==> src/rtl/core/wd_pkg.sv <==
`default_nettype none
// ----------------------------------------------------------------------------
// wd_pkg
// Shared types and constants of the waveform decimator.
// ----------------------------------------------------------------------------
package wd_pkg;

    localparam int MAX_SRC     = 4096;
    localparam int MAX_DST     = 1024;
    localparam int SAMPLE_BITS = 12;
    localparam int SRC_W       = 13;
    localparam int DST_W       = 11;
    localparam int IDX_W       = 10;
    localparam int SUM_W       = 24;
    localparam int CFG_W       = 13;
    localparam int CFG_IDX_W   = 2;

    localparam logic [CFG_IDX_W-1:0] CFG_SRC_COUNT   = 2'd0;
    localparam logic [CFG_IDX_W-1:0] CFG_DST_COUNT   = 2'd1;
    localparam logic [CFG_IDX_W-1:0] CFG_REDUCE_MODE = 2'd2;

    localparam logic [1:0] MODE_MID  = 2'd0;
    localparam logic [1:0] MODE_AVG  = 2'd1;
    localparam logic [1:0] MODE_PEAK = 2'd2;

    typedef struct packed {
        logic                   mode;
        logic [SAMPLE_BITS-1:0] sample;
    } t_in_item;

    typedef struct packed {
        logic [SAMPLE_BITS-1:0] point_value;
        logic [IDX_W-1:0]       point_index;
        logic                   frame_end;
    } t_out_item;

    typedef struct packed {
        logic step;
        logic div_cfg;
        logic div_avg;
        logic load_qr;
        logic load_direct;
        logic load_div;
        logic load_pend;
    } t_dp_cmd;

    typedef struct packed {
        logic cfg_write;
        logic out_free;
        logic emit;
        logic close;
        logic two;
        logic avg;
        logic div_busy;
    } t_dp_status;

endpackage
`default_nettype wire

==> src/rtl/core/wd_divider.sv <==
`default_nettype none
// ----------------------------------------------------------------------------
// wd_divider
// Restoring divider, one quotient bit per cycle.
// ----------------------------------------------------------------------------
module wd_divider #(
    parameter int DIVIDEND_W = wd_pkg::SUM_W,
    parameter int DIVISOR_W  = wd_pkg::SRC_W
) (
    input  wire logic                  i_clk,
    input  wire logic                  i_rst_n,
    input  wire logic                  i_start,
    input  wire logic [DIVIDEND_W-1:0] i_dividend,
    input  wire logic [DIVISOR_W-1:0]  i_divisor,
    output      logic                  o_busy,
    output      logic [DIVIDEND_W-1:0] o_quotient,
    output      logic [DIVISOR_W-1:0]  o_remainder
);
    localparam int CW = $clog2(DIVIDEND_W + 1);

    logic [DIVIDEND_W-1:0] r_quo, n_quo;
    logic [DIVISOR_W-1:0]  r_rem, n_rem, r_dvs;
    logic [CW-1:0]         r_cnt;
    logic                  r_busy;
    logic [DIVISOR_W:0]    shifted, diff;
    logic                  ge;

    always_comb begin
        shifted = {r_rem, r_quo[DIVIDEND_W-1]};
        ge      = shifted >= {1'b0, r_dvs};
        diff    = shifted - {1'b0, r_dvs};
        n_rem   = ge ? diff[DIVISOR_W-1:0] : shifted[DIVISOR_W-1:0];
        n_quo   = {r_quo[DIVIDEND_W-2:0], ge};
    end

    always_ff @(posedge i_clk) begin
        if (!i_rst_n) begin
            r_busy <= 1'b0;
            r_cnt  <= '0;
        end else if (i_start) begin
            r_busy <= 1'b1;
            r_cnt  <= CW'(DIVIDEND_W);
            r_quo  <= i_dividend;
            r_rem  <= '0;
            r_dvs  <= i_divisor;
        end else if (r_busy) begin
            r_cnt  <= r_cnt - CW'(1);
            r_busy <= r_cnt != CW'(1);
            r_quo  <= n_quo;
            r_rem  <= n_rem;
        end
    end

    assign o_busy      = r_busy;
    assign o_quotient  = r_quo;
    assign o_remainder = r_rem;
endmodule
`default_nettype wire

==> src/rtl/core/wd_datapath.sv <==
`default_nettype none
// ----------------------------------------------------------------------------
// wd_datapath
// Frame positions, bin accumulators, configuration and output register.
// ----------------------------------------------------------------------------
module wd_datapath (
    input  wire logic                         i_clk,
    input  wire logic                         i_rst_n,
    input  wire logic                         i_cfg_we,
    input  wire logic [wd_pkg::CFG_IDX_W-1:0] i_cfg_idx,
    input  wire logic [wd_pkg::CFG_W-1:0]     i_cfg_data,
    input  wire wd_pkg::t_in_item             i_item,
    input  wire wd_pkg::t_dp_cmd              i_cmd,
    output      wd_pkg::t_dp_status           o_status,
    input  wire logic                         i_out_stall,
    output      logic                         o_out_valid,
    output      wd_pkg::t_out_item            o_out_data
);
    localparam int SB = wd_pkg::SAMPLE_BITS;
    localparam int SW = wd_pkg::SRC_W;
    localparam int DW = wd_pkg::DST_W;
    localparam int IW = wd_pkg::IDX_W;
    localparam int AW = SW - 1;
    localparam int RW = DW - 1;

    logic [SW-1:0] r_src;
    logic [DW-1:0] r_dst;
    logic [1:0]    r_mode;
    logic [AW-1:0] r_q;
    logic [RW-1:0] r_r;

    logic [SW-1:0] r_spos, n_spos;
    logic [DW-1:0] r_opos, n_opos;
    logic [AW-1:0] r_end, n_end, r_mid_pos, n_mid_pos;
    logic [RW-1:0] r_rem, n_rem;
    logic [wd_pkg::SUM_W-1:0] r_sum, n_sum;
    logic [SW-1:0] r_cnt, n_cnt;
    logic [SB-1:0] r_min, n_min, r_max, n_max, r_mid_s, n_mid_s, r_last, n_last;
    logic [IW-1:0] r_avg_idx, n_avg_idx;
    wd_pkg::t_out_item r_pend, n_pend, r_out, direct;
    logic          r_out_valid;

    logic [SW-1:0] s_eff;
    logic [DW-1:0] d_eff;
    logic [AW-1:0] sm1, p, end_c, mid_c, qv;
    logic [RW-1:0] dm1, rv;
    logic          passthru, fl, emit_pt, endf, close, fin, wrap, restart, out_free;
    logic [SB-1:0] s, min_n, max_n, mid_n, val1;
    logic [wd_pkg::SUM_W-1:0] sum_n;
    logic [SW-1:0] cnt_n, end_a, end_b, half;
    logic [DW-1:0] op1, rem_a, rem_b;
    logic          div_busy;
    logic [wd_pkg::SUM_W-1:0] div_quo;
    logic [SW-1:0] div_rem;

    always_comb begin
        if (r_src == '0) begin
            s_eff = SW'(1);
        end else if (r_src > SW'(wd_pkg::MAX_SRC)) begin
            s_eff = SW'(wd_pkg::MAX_SRC);
        end else begin
            s_eff = r_src;
        end
        if (r_dst < DW'(2)) begin
            d_eff = DW'(2);
        end else if (r_dst > DW'(wd_pkg::MAX_DST)) begin
            d_eff = DW'(wd_pkg::MAX_DST);
        end else begin
            d_eff = r_dst;
        end
    end

    assign sm1      = AW'(s_eff - SW'(1));
    assign dm1      = RW'(d_eff - DW'(1));
    assign passthru = s_eff <= SW'(d_eff);
    assign out_free = !r_out_valid || !i_out_stall;

    always_comb begin
        fl      = i_item.mode;
        s       = i_item.sample;
        p       = r_spos[AW-1:0];
        sum_n   = r_sum + wd_pkg::SUM_W'(s);
        cnt_n   = r_cnt + SW'(1);
        min_n   = (s < r_min) ? s : r_min;
        max_n   = (s > r_max) ? s : r_max;
        mid_n   = (p == r_mid_pos) ? s : r_mid_s;
        close   = p >= r_end;
        op1     = r_opos + DW'(1);
        fin     = (op1 >= DW'(dm1)) || (p >= sm1);
        emit_pt = fl || (r_spos < s_eff);
        endf    = r_opos >= DW'(dm1);

        end_a = SW'(p) + SW'(r_q);
        rem_a = DW'(r_rem) + DW'(r_r);
        wrap  = rem_a >= DW'(dm1);
        rem_b = wrap ? rem_a - DW'(dm1) : rem_a;
        end_b = end_a + SW'(wrap);
        end_c = (end_b > SW'(sm1)) ? sm1 : end_b[AW-1:0];
        half  = (SW'(end_c) - SW'(p) + SW'(1)) >> 1;
        mid_c = p + half[AW-1:0];

        if (r_mode == wd_pkg::MODE_PEAK) begin
            val1 = r_opos[0] ? max_n : min_n;
        end else begin
            val1 = mid_n;
        end

        if (passthru) begin
            direct.point_value = fl ? r_last : s;
            direct.frame_end   = endf;
        end else begin
            direct.point_value = val1;
            direct.frame_end   = 1'b0;
        end
        direct.point_index = r_opos[IW-1:0];

        n_spos = r_spos;  n_opos = r_opos;  n_end = r_end;  n_mid_pos = r_mid_pos;
        n_rem  = r_rem;   n_sum  = r_sum;   n_cnt = r_cnt;  n_min = r_min;
        n_max  = r_max;   n_mid_s = r_mid_s; n_last = r_last;
        n_avg_idx = r_avg_idx;
        n_pend    = r_pend;
        restart   = i_cmd.load_qr;

        if (i_cmd.step) begin
            if (passthru) begin
                if (emit_pt) begin
                    if (!fl) begin
                        n_last = s;
                        n_spos = r_spos + SW'(1);
                    end
                    if (endf) begin
                        restart = 1'b1;
                    end else begin
                        n_opos = op1;
                    end
                end
            end else if (!fl) begin
                n_last  = s;
                n_sum   = sum_n;
                n_cnt   = cnt_n;
                n_min   = min_n;
                n_max   = max_n;
                n_mid_s = mid_n;
                n_spos  = SW'(p) + SW'(1);
                if (close) begin
                    n_avg_idx          = r_opos[IW-1:0];
                    n_pend.point_value = s;
                    n_pend.point_index = IW'(dm1);
                    n_pend.frame_end   = 1'b1;
                    if (fin) begin
                        restart = 1'b1;
                    end else begin
                        n_opos    = op1;
                        n_end     = end_c;
                        n_rem     = RW'(rem_b);
                        n_mid_pos = mid_c;
                        n_sum     = wd_pkg::SUM_W'(s);
                        n_cnt     = SW'(1);
                        n_min     = s;
                        n_max     = s;
                        n_mid_s   = s;
                    end
                end
            end
        end

        qv = i_cmd.load_qr ? div_quo[AW-1:0] : r_q;
        rv = i_cmd.load_qr ? div_rem[RW-1:0] : r_r;
        if (restart) begin
            n_spos    = '0;
            n_opos    = '0;
            n_end     = qv;
            n_rem     = rv;
            n_mid_pos = AW'((SW'(qv) + SW'(1)) >> 1);
            n_sum     = '0;
            n_cnt     = '0;
            n_min     = '1;
            n_max     = '0;
            n_mid_s   = '0;
        end
    end

    wd_divider #(
        .DIVIDEND_W(wd_pkg::SUM_W),
        .DIVISOR_W (SW)
    ) u_div (
        .i_clk      (i_clk),
        .i_rst_n    (i_rst_n),
        .i_start    (i_cmd.div_cfg || i_cmd.div_avg),
        .i_dividend (i_cmd.div_cfg ? wd_pkg::SUM_W'(sm1) : sum_n),
        .i_divisor  (i_cmd.div_cfg ? SW'(dm1) : cnt_n),
        .o_busy     (div_busy),
        .o_quotient (div_quo),
        .o_remainder(div_rem)
    );

    always_ff @(posedge i_clk) begin
        if (!i_rst_n) begin
            r_src       <= SW'(wd_pkg::MAX_SRC);
            r_dst       <= DW'(wd_pkg::MAX_DST);
            r_mode      <= wd_pkg::MODE_MID;
            r_last      <= '0;
            r_out_valid <= 1'b0;
        end else begin
            if (i_cfg_we) begin
                case (i_cfg_idx)
                    wd_pkg::CFG_SRC_COUNT:   r_src  <= i_cfg_data;
                    wd_pkg::CFG_DST_COUNT:   r_dst  <= i_cfg_data[DW-1:0];
                    wd_pkg::CFG_REDUCE_MODE: r_mode <= i_cfg_data[1:0];
                    default: ;
                endcase
            end
            r_last <= n_last;
            if (i_cmd.load_direct || i_cmd.load_div || i_cmd.load_pend) begin
                r_out_valid <= 1'b1;
            end else if (!i_out_stall) begin
                r_out_valid <= 1'b0;
            end
        end
    end

    always_ff @(posedge i_clk) begin
        if (i_cmd.load_qr) begin
            r_q <= qv;
            r_r <= rv;
        end
        r_spos    <= n_spos;
        r_opos    <= n_opos;
        r_end     <= n_end;
        r_mid_pos <= n_mid_pos;
        r_rem     <= n_rem;
        r_sum     <= n_sum;
        r_cnt     <= n_cnt;
        r_min     <= n_min;
        r_max     <= n_max;
        r_mid_s   <= n_mid_s;
        r_avg_idx <= n_avg_idx;
        r_pend    <= n_pend;
        if (i_cmd.load_direct) begin
            r_out <= direct;
        end else if (i_cmd.load_div) begin
            r_out.point_value <= div_quo[SB-1:0];
            r_out.point_index <= r_avg_idx;
            r_out.frame_end   <= 1'b0;
        end else if (i_cmd.load_pend) begin
            r_out <= r_pend;
        end
    end

    assign o_status.cfg_write = i_cfg_we && (i_cfg_idx == wd_pkg::CFG_SRC_COUNT ||
                                             i_cfg_idx == wd_pkg::CFG_DST_COUNT ||
                                             i_cfg_idx == wd_pkg::CFG_REDUCE_MODE);
    assign o_status.out_free  = out_free;
    assign o_status.emit      = passthru ? emit_pt : (!fl && close);
    assign o_status.close     = !passthru && !fl && close;
    assign o_status.two       = !passthru && !fl && close && fin;
    assign o_status.avg       = r_mode == wd_pkg::MODE_AVG;
    assign o_status.div_busy  = div_busy;

    assign o_out_valid = r_out_valid;
    assign o_out_data  = r_out;
endmodule
`default_nettype wire

==> src/rtl/core/wd_ctrl.sv <==
`default_nettype none
// ----------------------------------------------------------------------------
// wd_ctrl
// Sequencer: bin step setup, item acceptance, average divide, second point.
// ----------------------------------------------------------------------------
module wd_ctrl (
    input  wire logic               i_clk,
    input  wire logic               i_rst_n,
    input  wire logic               i_in_valid,
    output      logic               o_in_stall,
    input  wire wd_pkg::t_dp_status i_status,
    output      wd_pkg::t_dp_cmd    o_cmd
);
    typedef enum logic [2:0] {
        ST_CFG_START,
        ST_CFG_WAIT,
        ST_IDLE,
        ST_AVG_WAIT,
        ST_PEND
    } t_state;

    t_state r_state, n_state;
    logic   r_two, n_two;
    logic   accept;

    always_comb begin
        o_cmd   = '0;
        n_state = r_state;
        n_two   = r_two;
        accept  = 1'b0;
        case (r_state)
            ST_CFG_START: begin
                o_cmd.div_cfg = 1'b1;
                n_state       = ST_CFG_WAIT;
            end
            ST_CFG_WAIT: begin
                if (!i_status.div_busy) begin
                    o_cmd.load_qr = 1'b1;
                    n_state       = ST_IDLE;
                end
            end
            ST_IDLE: begin
                accept = i_in_valid && i_status.out_free;
                if (accept) begin
                    o_cmd.step = 1'b1;
                    n_two      = i_status.two;
                    if (i_status.close && i_status.avg) begin
                        o_cmd.div_avg = 1'b1;
                        n_state       = ST_AVG_WAIT;
                    end else if (i_status.emit) begin
                        o_cmd.load_direct = 1'b1;
                        if (i_status.two) begin
                            n_state = ST_PEND;
                        end
                    end
                end
            end
            ST_AVG_WAIT: begin
                if (!i_status.div_busy && i_status.out_free) begin
                    o_cmd.load_div = 1'b1;
                    n_state        = r_two ? ST_PEND : ST_IDLE;
                end
            end
            ST_PEND: begin
                if (i_status.out_free) begin
                    o_cmd.load_pend = 1'b1;
                    n_state         = ST_IDLE;
                end
            end
            default: n_state = ST_CFG_START;
        endcase
        if (i_status.cfg_write) begin
            n_state = ST_CFG_START;
        end
    end

    always_ff @(posedge i_clk) begin
        if (!i_rst_n) begin
            r_state <= ST_CFG_START;
            r_two   <= 1'b0;
        end else begin
            r_state <= n_state;
            r_two   <= n_two;
        end
    end

    assign o_in_stall = !(r_state == ST_IDLE && i_status.out_free);
endmodule
`default_nettype wire

==> src/rtl/core/waveform_decimator.sv <==
`default_nettype none
// ----------------------------------------------------------------------------
// waveform_decimator
// Reduces a frame of samples to display points by middle sample, average or
// alternating min/max peak detect.
// ----------------------------------------------------------------------------
// Throughput: one item per cycle while the output is free, in pass-through
// and for samples that do not close a bin. A closing sample that also ends
// the frame adds a second point, loaded before the next item is taken. In
// average mode a closing sample also waits for the 24-step shared restoring
// divider that forms the bin mean. After reset and after each configuration
// write the input stalls while the same divider forms the bin step and
// remainder. Results sit in one output register; a new item is taken only
// while that register is empty or its point transfers in the same cycle, so
// a stalled output stalls the input.
module waveform_decimator (
    input  wire logic                         i_clk,
    input  wire logic                         i_rst_n,
    input  wire logic                         i_cfg_we,
    input  wire logic [wd_pkg::CFG_IDX_W-1:0] i_cfg_idx,
    input  wire logic [wd_pkg::CFG_W-1:0]     i_cfg_data,
    input  wire logic                         i_in_valid,
    output      logic                         o_in_stall,
    input  wire wd_pkg::t_in_item             i_in_data,
    output      logic                         o_out_valid,
    input  wire logic                         i_out_stall,
    output      wd_pkg::t_out_item            o_out_data
);
    wd_pkg::t_dp_cmd    cmd;
    wd_pkg::t_dp_status status;

    wd_ctrl u_ctrl (
        .i_clk     (i_clk),
        .i_rst_n   (i_rst_n),
        .i_in_valid(i_in_valid),
        .o_in_stall(o_in_stall),
        .i_status  (status),
        .o_cmd     (cmd)
    );

    wd_datapath u_dp (
        .i_clk      (i_clk),
        .i_rst_n    (i_rst_n),
        .i_cfg_we   (i_cfg_we),
        .i_cfg_idx  (i_cfg_idx),
        .i_cfg_data (i_cfg_data),
        .i_item     (i_in_data),
        .i_cmd      (cmd),
        .o_status   (status),
        .i_out_stall(i_out_stall),
        .o_out_valid(o_out_valid),
        .o_out_data (o_out_data)
    );
endmodule
`default_nettype wire
==> config.mk <==
export PLATFORM = sky130hd
export DESIGN_NAME = waveform_decimator
export DESIGN_NICKNAME = d
export VERILOG_FILES = /design/src/rtl/core/wd_pkg.sv /design/src/rtl/core/wd_divider.sv /design/src/rtl/core/wd_datapath.sv /design/src/rtl/core/wd_ctrl.sv /design/src/rtl/core/waveform_decimator.sv
export SDC_FILE = /design/constraint.sdc
export NUM_CORES = 1
export LEC_CHECK = 0
export BUFFER_PORTS_ARGS = -buffer_cell sky130_fd_sc_hd__clkbuf_2
export CAP_MARGIN = 20
export CORE_ASPECT_RATIO = 1.5
export CORE_MARGIN = 1.5
export CORE_UTILIZATION = 66
export CTS_BUF_LIST = sky130_fd_sc_hd__clkbuf_4 sky130_fd_sc_hd__clkbuf_8
export DETAILED_ROUTE_END_ITERATION = 10
export PLACE_DENSITY_LB_ADDON = 0.25
export SLEW_MARGIN = 20
export SYNTH_ARGS = -nofsm -noshare
export SYNTH_HDL_FRONTEND = slang
export SYNTH_SLANG_ARGS = --single-unit
==> constraint.sdc <==
create_clock -name i_clk -period 16.11 [get_ports i_clk]
set_input_delay 1.611 -clock i_clk [delete_from_list [all_inputs] [get_ports i_clk]]
set_output_delay 1.611 -clock i_clk [all_outputs]
set_load 0.05 [all_outputs]
After elaboration in Yosys (flattened, before gate mapping)
Cells that the tools add are included.
{"block": "totals", "reg_bits": 307, "input_bits": 33}
{"block": "op_classes", "addsub": 17, "magnitude_cmp": 14, "eq_ne": 25, "mux": 104, "bitwise": 3, "reduce_logical": 46}
{"cell": "$mux 12", "n": 29}
{"cell": "$mux 13", "n": 10}
{"cell": "$mux 24", "n": 5}
{"cell": "$mux 10", "n": 9}
{"cell": "$mux 11", "n": 8}
{"cell": "$mux 23", "n": 3}
{"cell": "$add 13x1->13 const B", "n": 3}
{"cell": "$ge 11x10->1", "n": 3}
{"cell": "$mux 1", "n": 29}
{"cell": "$add 12x1->13 const B", "n": 2}
{"cell": "$add 24x12->24", "n": 1}
{"cell": "$ge 12x12->1", "n": 2}
{"cell": "$mux 3", "n": 8}
{"cell": "$pmux 3 s5", "n": 1}
{"cell": "$ge 14x13->1", "n": 1}
{"cell": "$ne 2x1->1 const B", "n": 7}
{"cell": "$reduce_and 2->1", "n": 7}
{"cell": "$add 12x12->13", "n": 1}
{"cell": "$add 13x1->13", "n": 1}
{"cell": "$gt 13x12->1", "n": 1}
{"cell": "$gt 13x13->1 const B", "n": 1}
{"cell": "$le 13x11->1", "n": 1}
{"cell": "$logic_not 13->1", "n": 1}
{"cell": "$lt 13x13->1", "n": 1}
{"cell": "37 further kinds", "n": 74}

Logic depth before layout (Yosys ltp)
{"block": "depth", "depth_word": 17, "depth_mapped": 59, "depth_no_buf": 56}

By module
From an unflattened synthesis, not the netlist that was laid out.
{"block": "unflattened", "hier_cells": 2316, "area_unflattened_um2": 21406.8}
{"mod": "wd_datapath", "n_inst": 1, "cells_each": 2030, "area_per_inst_um2": 18086.1, "seq_area_each_um2": 6055.8}
{"mod": "wd_divider", "n_inst": 1, "cells_each": 239, "area_per_inst_um2": 2956.6, "seq_area_each_um2": 1621.6}
{"mod": "wd_ctrl", "n_inst": 1, "cells_each": 47, "area_per_inst_um2": 364.1, "seq_area_each_um2": 80.1}

Worst setup path before layout
OpenSTA, ideal clock, no wires.
{"block": "synth_path", "kind": "register to register", "start": "register u_dp.r_dst[2]", "end": "register u_dp.r_mid_pos[11] (data pin)", "setup_ns": 0.262, "arrival_ns": 10.852, "t_required_ns": 15.848, "slack_ns": 4.995, "path_stages_with_launch": 56, "n_path_buf": 3, "period_less_slack_ns": 11.115, "cell_sequence": "dfxtp_1 nor4_4 nand2_1 nor4_1 inv_1 and3_1 inv_1 ha_1 clkbuf_1 xor2_1 ha_1 o21a_1 o31ai_1 a21oi_1 maj3_1 a21oi_1 o31a_1 a31oi_1 (+20 left out) o21ai_0 ha_1 inv_1 ha_1 fa_1 a21o_1 a21oi_1 o21ai_0 a21oi_1 xnor2_1 ha_1 and3_1 a21oi_1 o21ai_0 o41ai_1 o21ai_0 xnor2_1 o21ai_0"}
{"block": "synth_via", "elab_chain_cells": 17}
{"element": "start: declaration", "line_no": "wd_datapath.sv:27", "source": "logic [DW-1:0] r_dst;"}
{"element": "start signal: assignment", "line_no": "wd_datapath.sv:200", "source": "r_dst <= DW'(wd_pkg::MAX_DST);"}
{"element": "start signal: assignment", "line_no": "wd_datapath.sv:208", "source": "wd_pkg::CFG_DST_COUNT: r_dst <= i_cfg_data[DW-1:0];"}
{"element": "$gt 11x11->1", "line_no": "wd_datapath.sv:66", "source": "end else if (r_dst > DW'(wd_pkg::MAX_DST)) begin"}
{"element": "$mux 11", "line_no": "wd_datapath.sv:66"}
{"element": "$mux 11 (*)", "line_no": "wd_datapath.sv:64", "source": "if (r_dst < DW'(2)) begin"}
{"element": "$sub 10x1->10 (*)", "line_no": "wd_datapath.sv:74", "source": "assign dm1 = RW'(d_eff - DW'(1));"}
{"element": "net u_dp.dm1[0]", "line_no": "wd_datapath.sv:46", "source": "logic [RW-1:0] dm1, rv;"}
{"element": "$ge 11x10->1", "line_no": "wd_datapath.sv:95", "source": "wrap = rem_a >= DW'(dm1);"}
{"element": "$add 13x1->13", "line_no": "wd_datapath.sv:97", "source": "end_b = end_a + SW'(wrap);"}
{"element": "$gt 13x12->1", "line_no": "wd_datapath.sv:98", "source": "end_c = (end_b > SW'(sm1)) ? sm1 : end_b[AW-1:0];"}
{"element": "(+3 left out)"}
{"element": "$add 12x12->12", "line_no": "wd_datapath.sv:100", "source": "mid_c = p + half[AW-1:0];"}
{"element": "$mux 12", "line_no": "wd_datapath.sv:150", "source": "if (fin) begin"}
{"element": "$mux 12", "line_no": "wd_datapath.sv:145", "source": "if (close) begin"}
{"element": "$mux 12", "line_no": "wd_datapath.sv:137", "source": "end else if (!fl) begin"}
{"element": "$mux 12", "line_no": "wd_datapath.sv:125", "source": "if (passthru) begin"}
{"element": "$mux 12", "line_no": "wd_datapath.sv:124", "source": "if (i_cmd.step) begin"}
{"element": "$mux 12 (*)", "line_no": "wd_datapath.sv:169", "source": "if (restart) begin"}
{"element": "net u_dp.n_mid_pos[11]", "line_no": "wd_datapath.sv:34", "source": "logic [AW-1:0] r_end, n_end, r_mid_pos, n_mid_pos;"}
{"element": "end signal: assignment", "line_no": "wd_datapath.sv:230", "source": "r_mid_pos <= n_mid_pos;"}
{"element": "end: declaration", "line_no": "wd_datapath.sv:34"}
Mark *: on every way through the listed nets, which the timed path passes. The rest lies on a longest branch. The select of a mux whose other input is x is not followed.
A chain may end at the register's enable or synchronous reset.

Final worst setup path
Ends and elaborated chain as after synthesis.

==> results by group <==
Run status
  • Status: complete, no violations

Logic synthesis
  • Post-Syn Area per Cell: between 9 and 10 sq um
  • Number of synthesized flops with an enable pin: between 150 and 200
  • Number of synthesized register bits: a little over 300
  • Post-synthesis sequential area ratio: 0.371
  • Cell area after synthesis: 20900 sq um
  • Synth warn: 0
  • Net Count, Synth: ~2.5k
  • Commonest cells post-synth: 217 x nand2_1, 198 x nor2_1, 193 x ha_1
  • Synth top area share: 0.232
  • Async SR Flop Fraction: 0
  • Top cells by area, synth: edfxtp_1 23%, dfxtp_1 14%, ha_1 12%
  • Area leader, netlist: edfxtp_1
  • Synth unique cells: 87
  • Most common flop cell mapped by yosys: edfxtp_1
  • Top-count cell post-synth: nand2_1
  • Post-Synthesis Cells: between 2k and 2.5k

STA
  • Min Tclk post-route: 13.13 ns
  • Final setup violating endpoints: 0
  • Final WS setup: between 2 and 3 ns
  • Worst Skew: roughly 0.04 ns
  • Hold Vio Cnt, Final: 0
  • Hold Slack: 0.484 ns
  • Worst Tran Pin Value: 1.07 ns
  • Maximum clock frequency: around 76 MHz
  • Final slew viol count: 0
  • Max-slew headroom: 0.289
  • Part of the cycle the worst path needs: 0.815
  • RSZ-0062 raised after global routing: false
  • TNS Setup: 0 ns

Global route
  • All-Layer GR Usage: 0.357
  • Largest net degree at the start of global routing: 60
  • Global route overflow: 0
  • First-pass GRT wire length: between 90 and 100 mm
  • Number of antenna violations at the first check in global routing: 0
  • Number of global-route vias before repair: about 18k

Finish
  • Area grow syn2layout: 7.78%
  • Diode count: 0
  • Share of cells above drive strength 1: 0.0962
  • Non-Filler Instances: roughly 2.8k
  • Final core occ: 0.725
  • Nets: 2544
  • Final Instance Area: between 20000 and 25000 sq um

Critical path
  • WP depth: 52
  • Crit path from: u_dp.r_dst[2]$_SDFFE_PN0P_
  • Critical path class: flip-flop to flip-flop
  • Startpoint type of the worst setup path: flip-flop
  • Slowest cell on crit path: a31oi_2
  • Critical Path AT: roughly 13 ns
  • Crit path buf inv count: 5
  • Critical R2R Launch: u_dp.r_dst[2]$_SDFFE_PN0P_
  • CP endpoint: u_dp.r_mid_pos[11]$_DFFE_PP_
  • R2r endpoint: u_dp.r_mid_pos[11]$_DFFE_PP_
  • CP delay by family, top: compound AO/OA/AOI/OAI gates
  • CP endpoint kind: flip-flop
  • CP Data Required Time: about 16 ns
  • R2r setup slk: slightly below 3 ns
  • Worst-path maximum fanout: 16
  • FF-to-FF path depth: 52
  • Slowest Stage Delay on Critical Path: around 0.6 ns

Route
  • Vias per cell: around 6.4
  • Vias: between 15k and 20k
  • Post-route ant nets: 0
  • Avg WL per Cell: about 21 microns
  • Final wirelength: 58.6 mm
  • DRC viols: 0
  • Number of DRC markers in iteration 0: 1266
  • Drt first pass iters: 5

Clock network
  • Postcts setup bufs: 0
  • Root Driver: clkbuf_8
  • TritonCTS clock tree: done
  • H-Tree Depth: 2
  • Num CTS Buffers: 47
  • Hold buffer count at cts: 0
  • Latest clock arrival within the worst-skew pair: 0.64 ns
  • Post-CTS sizing: 0
  • Clock buffer depth: 3
  • TritonCTS Sinks: about 310
  • CTS clock-pin slew for the worst setup and hold paths: 0.07 ns

Floorplanning
  • Rows: 79
  • Die ar.: about 33000 sq um
  • Die height: ~220 microns
  • Top Ports: 58
  • Die width: roughly 150 microns
  • Core Region: between 30000 and 40000 sq um
  • Starting density of the core: 0.673

Placement
  • Gpl congestion: between 0.9 and 1
  • Place WS: about 2.7 ns
  • Placement Cell Area: about 21000 sq um
  • Detail Placement HPWL: 42.4 mm
  • Placed Cells: about 2.7k
  • IO Port Bufs: 57

Pwr
  • Power per cell area: about 110 nW/um^2
  • Leak: 9.50 nW
  • VDD IR max: 0.0000912 V
  • Total power: ~2.4 mW

Flow run
  • Max-cap violations: 0

Min path
  • Worst Hold Class: flip-flop to flip-flop
[worst min path at each step]
stage / startpoint / to / slack [ns] / depth (start not counted)
2_1_floorplan: u_dp.r_opos[5]$_SDFFE_PN0P_ / u_dp.r_avg_idx[5]$_DFFE_PP_ / 0.41 / 0
3_3_place_gp: u_dp.r_sum[23]$_SDFFE_PN0P_ / u_dp.r_sum[23]$_SDFFE_PN0P_ / 0.46 / 2
3_5_place_dp: u_ctrl.r_two$_SDFFE_PN0P_ / u_ctrl.r_two$_SDFFE_PN0P_ / 0.48 / 2
4_1_cts: u_ctrl.r_two$_SDFFE_PN0P_ / u_ctrl.r_two$_SDFFE_PN0P_ / 0.49 / 2
5_1_grt: u_ctrl.r_two$_SDFFE_PN0P_ / u_ctrl.r_two$_SDFFE_PN0P_ / 0.51 / 2
6_report: u_ctrl.r_two$_SDFFE_PN0P_ / u_ctrl.r_two$_SDFFE_PN0P_ / 0.48 / 2
[logic make-up after synthesis]
kind of cell | count (synthesis) | share of synthesized area
compound gates | 542 | 0.163
xor+xnor | 144 | 0.0604
fa+ha+maj | 207 | 0.126
buf+inv | 261 | 0.0509
flops | 307 | 0.371
mux | 149 | 0.0735
simple gates | 679 | 0.154
[placed cells by master, fill, tap and decap left out, types with 40 or more instances in the layout]
| cell type | netlist | routed |
|---|---|---|
| edfxtp_1 | 161 | 161 |
| nand3_1 | 41 | 40 |
| nand2_1 | 217 | 217 |
| xor2_1 | 40 | 40 |
| clkbuf_2 | 0 | 57 |
| ha_1 | 193 | 193 |
| nor2_1 | 198 | 196 |
| clkbuf_8 | 0 | 60 |
| a21oi_1 | 173 | 172 |
| xnor2_1 | 104 | 104 |
| inv_1 | 148 | 148 |
| o21ai_0 | 132 | 131 |
| dfxtp_1 | 146 | 146 |
| mux2i_1 | 126 | 126 |
[where the power goes]
part | leakage [nW] | switching, mW | internal (mW)
Sequential | 2.64 | 0.0501 | 0.904
Combinational | 6.31 | 0.422 | 0.274
Clock | 0.550 | 0.328 | 0.391
[metal layers]
metal / up-vias / track usage / share of wire
met1: 8384 / 0.386 / 0.36
met2: 712 / 0.611 / 0.49
met3: 276 / 0.0489 / 0.054
met5: - / 0 / 0
met4: 0 / 0.302 / 0.094
li1: 8269 / - / -
[sequential cells by signal, summed over array words and instances (netlist names), 12 cells and up]
name                    count
u_dp.r_sum                 24
u_dp.u_div.o_quotient      24
u_dp.o_out_data            23
u_dp.r_pend                22
u_dp.r_cnt                 13
u_dp.r_spos                13
u_dp.r_src                 13
u_dp.u_div.o_remainder     13
u_dp.u_div.r_dvs           13
u_dp.r_end                 12
u_dp.r_last                12
u_dp.r_max                 12
u_dp.r_mid_pos             12
u_dp.r_mid_s               12
u_dp.r_min                 12
u_dp.r_q                   12
[worst min-delay path, cell delays in order (launching register included)]
cell and delay (ns):
dfxtp_1 0.33, nand2_1 0.06, a21oi_1 0.05
[cell type report]
type	instances	area [sq um]
fillers	2404	8530
clock inverters	19	155
flip-flops and latches	307	7760
inverters	151	567
well taps	405	507
multi-input cells	1721	12100
clock buffers	69	893
repair buffers	82	493
Note: power is estimated with default switching activity, not from simulation.
